--- config.mk ---
export PLATFORM = sky130hd
export DESIGN_NAME = file_table_block_allocator_core
export DESIGN_NICKNAME = d
export VERILOG_FILES = /design/src/hw/rtl/ftba_pkg.sv /design/src/hw/rtl/ftba_map.sv /design/src/hw/rtl/file_table_block_allocator_core.sv
export VERILOG_INCLUDE_DIRS = /design/src /design/src/hw/rtl
export SDC_FILE = /design/constraint.sdc
export NUM_CORES = 2
export LEC_CHECK = 0
export BUFFER_PORTS_ARGS = -buffer_cell sky130_fd_sc_hd__clkbuf_2
export CORE_MARGIN = 2
export CORE_UTILIZATION = 34
export CTS_BUF_LIST = sky130_fd_sc_hd__clkbuf_8
export DETAILED_ROUTE_END_ITERATION = 8
export SYNTH_ARGS = -nofsm -noshare
export SYNTH_HDL_FRONTEND = slang
export SYNTH_SLANG_ARGS = --single-unit
--- constraint.sdc ---
create_clock -name i_clk -period 9.42 [get_ports i_clk]
set_input_delay 0.942 -clock i_clk [delete_from_list [all_inputs] [get_ports i_clk]]
set_output_delay 0.942 -clock i_clk [all_outputs]
set_load 0.02 [all_outputs]
--- src/hw/rtl/file_table_block_allocator_core_assert.svh ---
// assertion macros for the file table block allocator
`ifndef FILE_TABLE_BLOCK_ALLOCATOR_CORE_ASSERT_SVH
`define FILE_TABLE_BLOCK_ALLOCATOR_CORE_ASSERT_SVH
// implication checked at every rising clock edge outside reset
`define FTBA_ASSERT_IMP(label, clk, rst_n, pre, post) \
    label: assert property (@(posedge clk) disable iff (!rst_n) (pre) |-> (post)) \
        else $error("assertion failed");
// next-cycle implication checked outside reset
`define FTBA_ASSERT_NXT(label, clk, rst_n, pre, post) \
    label: assert property (@(posedge clk) disable iff (!rst_n) (pre) |=> (post)) \
        else $error("assertion failed");
`endif

--- src/hw/rtl/ftba_pkg.sv ---
// shared constants and types for the file table block allocator
`default_nettype none
package ftba_pkg;
    localparam int Entries = 16;
    localparam int Blocks = 128;
    localparam int PtrsPerEntry = 8;
    localparam int EntryW = $clog2(Entries);
    localparam int BlockW = $clog2(Blocks);
    localparam int PtrW = $clog2(PtrsPerEntry);
    localparam int CntW = $clog2(Blocks + 1);

    localparam logic [1:0] KIND_CREATE = 2'd0;
    localparam logic [1:0] KIND_DELETE = 2'd1;
    localparam logic [1:0] KIND_LOOKUP = 2'd2;

    localparam logic [2:0] ST_OK = 3'd0;
    localparam logic [2:0] ST_NO_SPACE = 3'd1;
    localparam logic [2:0] ST_NO_ENTRY = 3'd2;
    localparam logic [2:0] ST_NOT_FOUND = 3'd3;
    localparam logic [2:0] ST_BAD_INDEX = 3'd4;
    localparam logic [2:0] ST_TOO_LARGE = 3'd5;

    // block map command from the sequencer
    typedef struct packed {
        logic            start_scan;
        logic            set_bit;
        logic            clr_bit;
        logic [BlockW-1:0] addr;
    } t_map_cmd;

    // block map status back to the sequencer
    typedef struct packed {
        logic            busy;
        logic [CntW-1:0] free_cnt;
        logic            found;
        logic [BlockW-1:0] found_addr;
    } t_map_sts;
endpackage
`default_nettype wire

--- src/hw/rtl/ftba_map.sv ---
// used-block map with a one-bit-per-cycle scanning unit
`default_nettype none
module ftba_map
    import ftba_pkg::*;
(
    input  wire logic     i_clk,
    input  wire logic     i_rst_n,
    input  wire t_map_cmd i_cmd,
    output t_map_sts      o_sts
);
    logic [Blocks-1:0] r_used;
    logic              r_busy;
    logic [CntW-1:0]   r_pos;
    logic [CntW-1:0]   r_free;
    logic              r_found;
    logic [BlockW-1:0] r_faddr;

    // map bits, scan over all blocks one per cycle: counts free, finds first free
    always_ff @(posedge i_clk) begin
        if (!i_rst_n) begin
            r_used  <= '0;
            r_busy  <= 1'b0;
            r_pos   <= '0;
            r_free  <= '0;
            r_found <= 1'b0;
            r_faddr <= '0;
        end else begin
            if (i_cmd.set_bit) r_used[i_cmd.addr] <= 1'b1;
            if (i_cmd.clr_bit) r_used[i_cmd.addr] <= 1'b0;
            if (i_cmd.start_scan) begin
                r_busy  <= 1'b1;
                r_pos   <= '0;
                r_free  <= '0;
                r_found <= 1'b0;
            end else if (r_busy) begin
                if (!r_used[r_pos[BlockW-1:0]]) begin
                    r_free <= r_free + 1'b1;
                    if (!r_found) begin
                        r_found <= 1'b1;
                        r_faddr <= r_pos[BlockW-1:0];
                    end
                end
                if (r_pos == CntW'(Blocks - 1)) r_busy <= 1'b0;
                r_pos <= r_pos + 1'b1;
            end
        end
    end

    assign o_sts.busy       = r_busy;
    assign o_sts.free_cnt   = r_free;
    assign o_sts.found      = r_found;
    assign o_sts.found_addr = r_faddr;
endmodule
`default_nettype wire

--- src/hw/rtl/file_table_block_allocator_core.sv ---
// file table with free-block map, top level and sequencer
// Each command is handled by a sequencer that steps through the file table one entry a cycle
// and through the block map one block a cycle, using a single shared scanning unit. Every
// command first searches the whole table. A lookup that finds its file then reads the
// pointer at its block index, and a delete frees the file's blocks one pointer at a time. A
// create that reaches the block map runs one scan to count free blocks, which ends it for no
// space or zero blocks, and then one fresh scan per claimed block. A result waits in the last
// state while the output register still holds an unaccepted result. A new command is accepted
// only while the sequencer is idle, so one command is in flight at a time, and a result held
// in the output register does not block the next command. No clearing pass.
`default_nettype none
`include "file_table_block_allocator_core_assert.svh"
module file_table_block_allocator_core
    import ftba_pkg::*;
(
    input  wire logic        i_clk,
    input  wire logic        i_rst_n,
    input  wire logic        i_valid,
    output logic             o_stall,
    input  wire logic [1:0]  i_kind,
    input  wire logic [63:0] i_name_high,
    input  wire logic [63:0] i_name_low,
    input  wire logic [3:0]  i_block_count,
    input  wire logic [3:0]  i_block_index,
    output logic             o_valid,
    input  wire logic        i_stall,
    output logic [2:0]       o_status,
    output logic [6:0]       o_physical_block,
    output logic [3:0]       o_entry_index
);
    typedef enum logic [3:0] {
        S_IDLE, S_FIND, S_DECIDE, S_CNT_WAIT, S_ALLOC_SCAN, S_ALLOC_WAIT,
        S_DEL, S_LOOK, S_DONE
    } t_state;

    t_state              r_state;
    logic [1:0]          r_kind;
    logic [63:0]         r_hi, r_lo;
    logic [3:0]          r_cnt, r_idx;
    logic [EntryW:0]     r_e;
    logic                r_hit;
    logic [EntryW-1:0]   r_hit_e;
    logic [3:0]          r_j;
    logic [Entries-1:0]  r_eused;
    logic [63:0]         r_nhi [Entries];
    logic [63:0]         r_nlo [Entries];
    logic [3:0]          r_size [Entries];
    logic [BlockW-1:0]   r_ptr [Entries*PtrsPerEntry];
    logic [BlockW-1:0]   r_prd;
    logic                r_ovalid;
    logic [2:0]          r_ost;
    logic [6:0]          r_opb;
    logic [3:0]          r_oei;
    logic [2:0]          r_out_st;
    logic [6:0]          r_out_pb;
    logic [3:0]          r_out_ei;
    t_map_cmd            w_cmd;
    t_map_sts            w_sts;
    logic [EntryW-1:0]   w_e;
    logic                w_match, w_free_e, w_out_free;

    ftba_map u_map (.i_clk(i_clk), .i_rst_n(i_rst_n), .i_cmd(w_cmd), .o_sts(w_sts));

    assign w_e        = r_e[EntryW-1:0];
    assign w_match    = r_eused[w_e] && r_nhi[w_e] == r_hi && r_nlo[w_e] == r_lo;
    assign w_free_e   = !r_eused[w_e];
    assign w_out_free = !r_ovalid || !i_stall;
    assign o_stall    = r_state != S_IDLE;

    // map command decode
    always_comb begin
        w_cmd = '0;
        w_cmd.addr = w_sts.found_addr;
        case (r_state)
            S_DECIDE: w_cmd.start_scan = r_kind == KIND_CREATE && r_hit
                                         && r_cnt <= 4'(PtrsPerEntry);
            S_CNT_WAIT: w_cmd.start_scan = !w_sts.busy && w_sts.free_cnt >= CntW'(r_cnt)
                                           && r_cnt != 4'd0;
            S_ALLOC_WAIT: begin
                w_cmd.set_bit = !w_sts.busy;
                w_cmd.start_scan = !w_sts.busy && r_j + 1'b1 < r_cnt;
            end
            S_DEL: begin
                w_cmd.clr_bit = r_j < r_size[r_hit_e];
                w_cmd.addr = r_prd;
            end
            default: ;
        endcase
    end

    // sequencer, table and output register
    always_ff @(posedge i_clk) begin
        if (!i_rst_n) begin
            r_state  <= S_IDLE;
            r_eused  <= '0;
            r_ovalid <= 1'b0;
            r_e <= '0; r_j <= '0; r_hit <= 1'b0; r_hit_e <= '0;
        end else begin
            // output register takes a finished result once it is free
            if (r_state == S_DONE && w_out_free) begin
                r_ovalid <= 1'b1;
                r_out_st <= r_ost; r_out_pb <= r_opb; r_out_ei <= r_oei;
            end else if (!i_stall) begin
                r_ovalid <= 1'b0;
            end
            r_prd <= r_ptr[{r_hit_e, r_j[PtrW-1:0]}];
            case (r_state)
                S_IDLE: if (i_valid) begin
                    r_kind <= i_kind; r_hi <= i_name_high; r_lo <= i_name_low;
                    r_cnt <= i_block_count; r_idx <= i_block_index;
                    r_e <= '0; r_hit <= 1'b0;
                    // a lookup points at its block index from the start
                    r_j <= (i_kind == KIND_LOOKUP) ? i_block_index : 4'd0;
                    r_state <= S_FIND;
                end
                // one table entry per cycle
                S_FIND: begin
                    if (!r_hit && ((r_kind == KIND_CREATE) ? w_free_e : w_match)) begin
                        r_hit <= 1'b1; r_hit_e <= w_e;
                    end
                    if (r_e == (EntryW+1)'(Entries - 1)) r_state <= S_DECIDE;
                    r_e <= r_e + 1'b1;
                end
                S_DECIDE: begin
                    r_opb <= '0; r_oei <= '0; r_j <= '0;
                    r_state <= S_DONE;
                    case (r_kind)
                        KIND_CREATE:
                            if (r_cnt > 4'(PtrsPerEntry)) r_ost <= ST_TOO_LARGE;
                            else if (!r_hit) r_ost <= ST_NO_ENTRY;
                            else r_state <= S_CNT_WAIT;
                        KIND_DELETE:
                            if (!r_hit) r_ost <= ST_NOT_FOUND;
                            else r_state <= S_DEL;
                        KIND_LOOKUP:
                            if (!r_hit) r_ost <= ST_NOT_FOUND;
                            else begin
                                r_j <= r_idx; r_state <= S_LOOK;
                            end
                        default: r_ost <= ST_NOT_FOUND;
                    endcase
                end
                S_CNT_WAIT: if (!w_sts.busy) begin
                    if (w_sts.free_cnt < CntW'(r_cnt)) begin
                        r_ost <= ST_NO_SPACE; r_state <= S_DONE;
                    end else begin
                        r_eused[r_hit_e] <= 1'b1;
                        r_nhi[r_hit_e] <= r_hi; r_nlo[r_hit_e] <= r_lo;
                        r_size[r_hit_e] <= r_cnt;
                        r_ost <= ST_OK; r_oei <= 4'(r_hit_e);
                        r_state <= (r_cnt == 4'd0) ? S_DONE : S_ALLOC_SCAN;
                    end
                end
                S_ALLOC_SCAN: r_state <= S_ALLOC_WAIT;
                // claim the first free block found by each scan
                S_ALLOC_WAIT: if (!w_sts.busy) begin
                    r_ptr[{r_hit_e, r_j[PtrW-1:0]}] <= w_sts.found_addr;
                    r_j <= r_j + 1'b1;
                    r_state <= (r_j + 1'b1 < r_cnt) ? S_ALLOC_SCAN : S_DONE;
                end
                S_DEL: begin
                    // r_prd holds pointer r_j read in the previous cycle
                    if (r_j >= r_size[r_hit_e] || r_j == 4'(PtrsPerEntry - 1)) begin
                        r_eused[r_hit_e] <= 1'b0;
                        r_ost <= ST_OK; r_oei <= 4'(r_hit_e);
                        r_state <= S_DONE;
                    end else begin
                        r_j <= r_j + 1'b1;
                        r_state <= S_LOOK;
                    end
                end
                S_LOOK: begin
                    if (r_kind == KIND_DELETE) r_state <= S_DEL;
                    else begin
                        r_oei <= 4'(r_hit_e);
                        if (r_idx >= r_size[r_hit_e] || r_idx >= 4'(PtrsPerEntry)) begin
                            r_ost <= ST_BAD_INDEX;
                        end else begin
                            r_ost <= ST_OK; r_opb <= 7'(r_prd);
                        end
                        r_state <= S_DONE;
                    end
                end
                S_DONE: if (w_out_free) r_state <= S_IDLE;
                default: r_state <= S_IDLE;
            endcase
        end
    end

    assign o_valid          = r_ovalid;
    assign o_status         = r_out_st;
    assign o_physical_block = r_out_pb;
    assign o_entry_index    = r_out_ei;

    `FTBA_ASSERT_IMP(a_stall_busy, i_clk, i_rst_n, r_state != S_IDLE, o_stall)
    `FTBA_ASSERT_NXT(a_done_out, i_clk, i_rst_n, r_state == S_DONE && w_out_free, o_valid)
    `FTBA_ASSERT_IMP(a_no_set_clr, i_clk, i_rst_n, w_cmd.set_bit, !w_cmd.clr_bit)
    `FTBA_ASSERT_IMP(a_alloc_found, i_clk, i_rst_n, w_cmd.set_bit, w_sts.found)
endmodule
`default_nettype wire

# After elaboration in Yosys (flattened, before gate mapping)
# Memory sizes are Yosys's and may differ from the RTL's. A register that Yosys moved wholly into a read port is not among the register bits.
# Index checks and enable logic that the tools add are counted.
# word_totals
register_bits	354
ram_bits	3008
in_bits	142
out_inout_bits	16
mem_count	4
# mem_list
name	depth	word_bits	rd	rd_clocked_by_memory_dff	write_ports	line_no	rtl
r_nhi	16	64	1	1	1	file_table_block_allocator_core.sv:45	logic [63:0] r_nhi [Entries];
r_nlo	16	64	1	1	1	file_table_block_allocator_core.sv:46	logic [63:0] r_nlo [Entries];
r_ptr	128	7	1	1	1	file_table_block_allocator_core.sv:48	logic [BlockW-1:0] r_ptr [Entries*PtrsPerEntry];
r_size	16	4	1	1	1	file_table_block_allocator_core.sv:47	logic [3:0] r_size [Entries];
# op_classes
n_addsub	4
eq_ne	30
n_reduce_logical	44
magnitude_cmp	15
muxes	85
bitwise	10
# ops
operator	count
$mux 128	3
$and 128x128->128	1
$eq 64x64->1	2
$not 128->128	1
$or 128x128->128	1
$mux 4	30
$mux 16	3
$pmux 4 s9	1
$pmux 16 s2	1
$pmux 4 s4	2
$mux 1	23
$ne 2x2->1 const B	11
$mux 3	7
$eq 4x3->1 const B	5
$add 8x1->8 const B	2
$and 16x16->16	1
$lt 7x8->1 const B	2
$not 16->16	1
$or 16x16->16	1
$reduce_and 4->1	4
$reduce_bool 4->1	4
$mux 7	2
$pmux 7 s2	1
$pmux 3 s4	1
other kinds (46)	78

# Logic depth before layout (Yosys ltp)
# depth
word_depth	11
depth_mapped	18

# By module
# From an unflattened synthesis, not the netlist that was laid out.
# unflattened
hier_cells	7311
area_unflattened_um2	131527.4
# modules_own_cells
module	cells_per_inst	seq_area_each_um2	instances	area_per_inst_um2
file_table_block_allocator_core	6473	96382.4	1	124440.6
ftba_map	838	3062.9	1	7086.8

# Least setup slack after synthesis
# No wires, ideal clock.
# synth_timing
path_kind	input -> register
start	input port i_rst_n
end	register r_cnt[0] (enable)
path_slack_ns	1.347
arrival_time_ns	7.436
required_ns	8.782
setup_ns	0.638
cell_stages	5
cell_sequence	clkbuf_1 -> inv_1 -> clkbuf_1 -> clkbuf_1 -> nor2_1
# synth_via
elab_chain_cells	1
# synth_lines
item	line_no	rtl
from (decl)	file_table_block_allocator_core.sv:17	input wire logic i_rst_n,
$reduce_and 3->1 (no source line)	n/a	
to (signal assigned)	file_table_block_allocator_core.sv:110	r_cnt <= i_block_count; r_idx <= i_block_index;
to (decl)	file_table_block_allocator_core.sv:39	logic [3:0] r_cnt, r_idx;
# Every way passes these cells.
# A chain may end at the register's enable or synchronous reset.

==> impl_metrics.csv <==
group,metric,value,unit
cells_and_area,area_used_by_multi_input_combinational_logic,29600,µm²
worst_setup_path,critical-path-max-stage-delay,1.19,ns
floorplanning,rows,228,
cells_and_area,leading_cell_type_in_the_layout_fill_and_taps_excluded,"sky130_fd_sc_hd__edfxtp_1",
floorplanning,num_io_pins,158,
logic_synthesis,leading_register_cell_type_out_of_synthesis,"sky130_fd_sc_hd__edfxtp_1",
global_routing,antenna_violations_before_repair,14,
route,first_pass_iters,6,
floorplanning,die-height,625,µm
floorplanning,effective_utilization_at_floorplan,34.1,%
cells_and_area,fin_cells,13036,
clock_network,worstSkewPairLatency,1.19,ns
timing,worst_clock_skew,0.106,ns
place,post-place-cells,11941,
route,drt.antenna.violating_nets,0,
logic_synthesis,yosysWarningCount,0,
route,routed_wire_length_per_instance,28.5,µm
worst_setup_path,worst_path_class_setup,"flop to flop",
clock_network,cts.reportedPaths.clkPinSlew,0.06,ns
timing,worst_pin_slew,1.39,ns
clock_network,cts.root.buffer_cell,"sky130_fd_sc_hd__clkbuf_8",
timing,number_of_hold_violations_in_the_final_report,0,
logic_synthesis,synth_enable_flop_cells,3181,
logic_synthesis,syn_nets,7137,
route,drt-total-wl,372000,µm
clock_network,post_cts.repair.setup_buffers,0,
cells_and_area,final_area,149000,µm²
timing,setup_violations,0,
cells_and_area,fillCellCount,34473,
place,detailed_place.area,138000,µm²
floorplanning,design.die.area,391000,µm²
power_and_ir_drop,cellPowerDensity,201,nW/µm²
logic_synthesis,synth-async-reset-ratio,0,%
route,num_vias,72170,
clock_network,clock_sinks,3377,
worst_setup_path,critical_path_peak_fanout,81,
cells_and_area,layout-drive-gt1-share,21.7,%
worst_setup_path,timing.critical_path.arrival,7.48,ns
place,placer_congestion,0.828,
power_and_ir_drop,static-leakage-power,46.7,nW
global_routing,first_global_vias,72836,
worst_setup_path,critical_path.slowest_cell,"sky130_fd_sc_hd__nor4_1",
worst_setup_path,crit_path_end_kind,"flop",
clock_network,cts_resized,0,
logic_synthesis,synth.avg_cell_area,18.8,µm²
cells_and_area,seq_area,99500,µm²
status,outcome,"completed",
clock_network,ctsHtreeMaxLevel,6,
logic_synthesis,netlist_area,131000,µm²
worst_setup_path,path_cells,"buf_12 -> mux4_2 -> mux2i_1 -> o21a_1 -> a22o_1 -> o2111ai_1 -> nor4_1 -> nand4_1 -> nor4_1 -> a21oi_2 -> mux2i_1",
global_routing,first_pass_grt_wire_length,527000,µm
timing,fin_hold_ws,0.0883,ns
timing,fin_tns_setup,0,ns
floorplanning,die_width,625,µm
timing,maxClockFrequency,0.155,GHz
logic_synthesis,netlist-cell-type-count,86,
flow_run,max_cap_viol_count,0,
cells_and_area,commonest_cells_after_routing_fill_and_taps_aside,"sky130_fd_sc_hd__edfxtp_1 (3,181), sky130_fd_sc_hd__clkbuf_8 (572), sky130_fd_sc_hd__mux4_2 (462)",
worst_setup_path,timing.critical_path.from_type,"flop",
worst_setup_path,worst-endpoint-required,10.45,ns
place,hpwl,209000,µm
timing,unrepaired_setup_endpoints_after_global_routing,"no",
place,placement.io_buffers,157,
floorplanning,design.core.area,385000,µm²
logic_synthesis,part_of_the_yosys_area_used_for_sequential_elements,75.8,%
timing,period_minus_slack,6.46,ns
cells_and_area,synth_to_layout_area_growth,13.8,%
logic_synthesis,ys_seq_elements,3377,
global_routing,global_route.usage.total,18.4,%
logic_synthesis,postSynthCellCount,6971,
route,remaining_drc_errors,0,
clock_network,max-clock-path-buffers,4,
global_routing,grt_start_max_net_pins,129,
cells_and_area,fin_nets,7714,
clock_network,cts_inserted_buffers,558,
cells_and_area,finish.utilization,38.8,%
route,drt_first_iter_violations,9235,
route,avgViaCountPerCell,5.54,
global_routing,globalRoute.totalOverflow,0,
min_path,worstHoldPathType,"input pin to flop",
timing,slew_violations,0,
timing,timing.slew.headroom,6.15,%
power_and_ir_drop,worst_supply_voltage_drop_on_vdd,145,µV
timing,fin_crit_sh,68.6,%
clock_network,cts_tree,"built",
[kinds of logic after synthesis]
family / count (synthesis) / synth area share, %
and+or+nand+nor: 973 / 3.46
adders and majority gates: 24 / 0.229
AOI/OAI and AO/OA: 1166 / 6.86
DFF: 3377 / 75.8
xor gates and xnor gates: 123 / 0.821
muxes: 850 / 11.1
buffers and inverters: 458 / 1.76
[per-layer routing]
layer / GRT usage (%) / part of all wire (%) / vias up
met1: 25.3 / 41 / 37833
met5: 0 / 0.0092 / -
li1: - / - / 30051
met2: 29.7 / 47 / 3665
met4: 5.81 / 2.9 / 6
met3: 3.29 / 8.3 / 615
[worst max-delay path, delay by kind of cell (launching register included)]
family | cells | cell delay [ns]
AOI/OAI and AO/OA | 4 | 1.15
and+or+nand+nor | 3 | 2.05
muxes | 3 | 1.31
buffers and inverters | 1 | 0.54
DFF | 1 | 1.13
[cell type report]
type,count,area share (%)
clock buffer,572,5.27
clock inverter,406,1.55
inverter,40,0.106
timing repair buffer,435,2.34
tap,5060,4.24
antenna,10,0.0168
sequential,3377,66.6
multi-input combinational,3136,19.8
[cells in the mapped netlist, drive strengths merged, types with 51 or more instances]
cell type  number  area [µm²]
a21oi          80         404
a221oi         87         774
a22o           79         692
a22oi         384        2880
a31oi          59         369
buf           208        1360
clkbuf        210         788
dfxtp         196        3920
edfxtp       3181       95500
mux2           51         574
mux2i         328        3280
mux4          471       10600
nand2         182         683
nand3          59         295
nand4          75         469
nor2          421        1580
o21ai         113         566
o221a         128        1440
xor2           73         639
[flip-flops by register name, indices dropped and copies added, names as in the netlist, 64 cells and up, named ones only]
signal / cells
r_hi: 64
u_map.r_used: 128
r_size: 64
r_lo: 64
r_ptr: 896
r_nhi: 1024
r_nlo: 1024
[stage by stage]
| step | worst slack [ns] | power, mW |
|---|---|---|
| 2_1_floorplan | 1.35 | 17.7 |
| 3_3_place_gp | 2.91 | 18.3 |
| 3_5_place_dp | 2.93 | 18.3 |
| 4_1_cts | 2.90 | 30.3 |
| 5_1_grt | 2.86 | 31.0 |
| 6_report | 2.96 | 30.0 |
[what timing repair did]
action                                  in CTS  in global routing
endpoints found under the setup margin       0                  0
hold buffers                               107                  0
endpoints found under the hold margin      107                  0
[path summary, 6_finish.rpt]
| kind | slack [ns] | cells after the start | start | endpoint |
|---|---|---|---|---|
| worst min register to register | 0.43 | 0 | r_ost[0] | o_status[0] |
| worst min-delay path | 0.09 | 1 | i_name_high[52] | r_hi[52] |
| worst max-delay path | 2.96 | 11 | flop | flop |
| worst max register to register | 2.96 | 11 | flop | flop |
[power by group]
part	switching (mW)	internal, mW
Sequential	0.177	16.4
Clock	5.91	6.09
Combinational	0.912	0.571
Total	7.00	23.0
(Power assumes the default switching activity.)
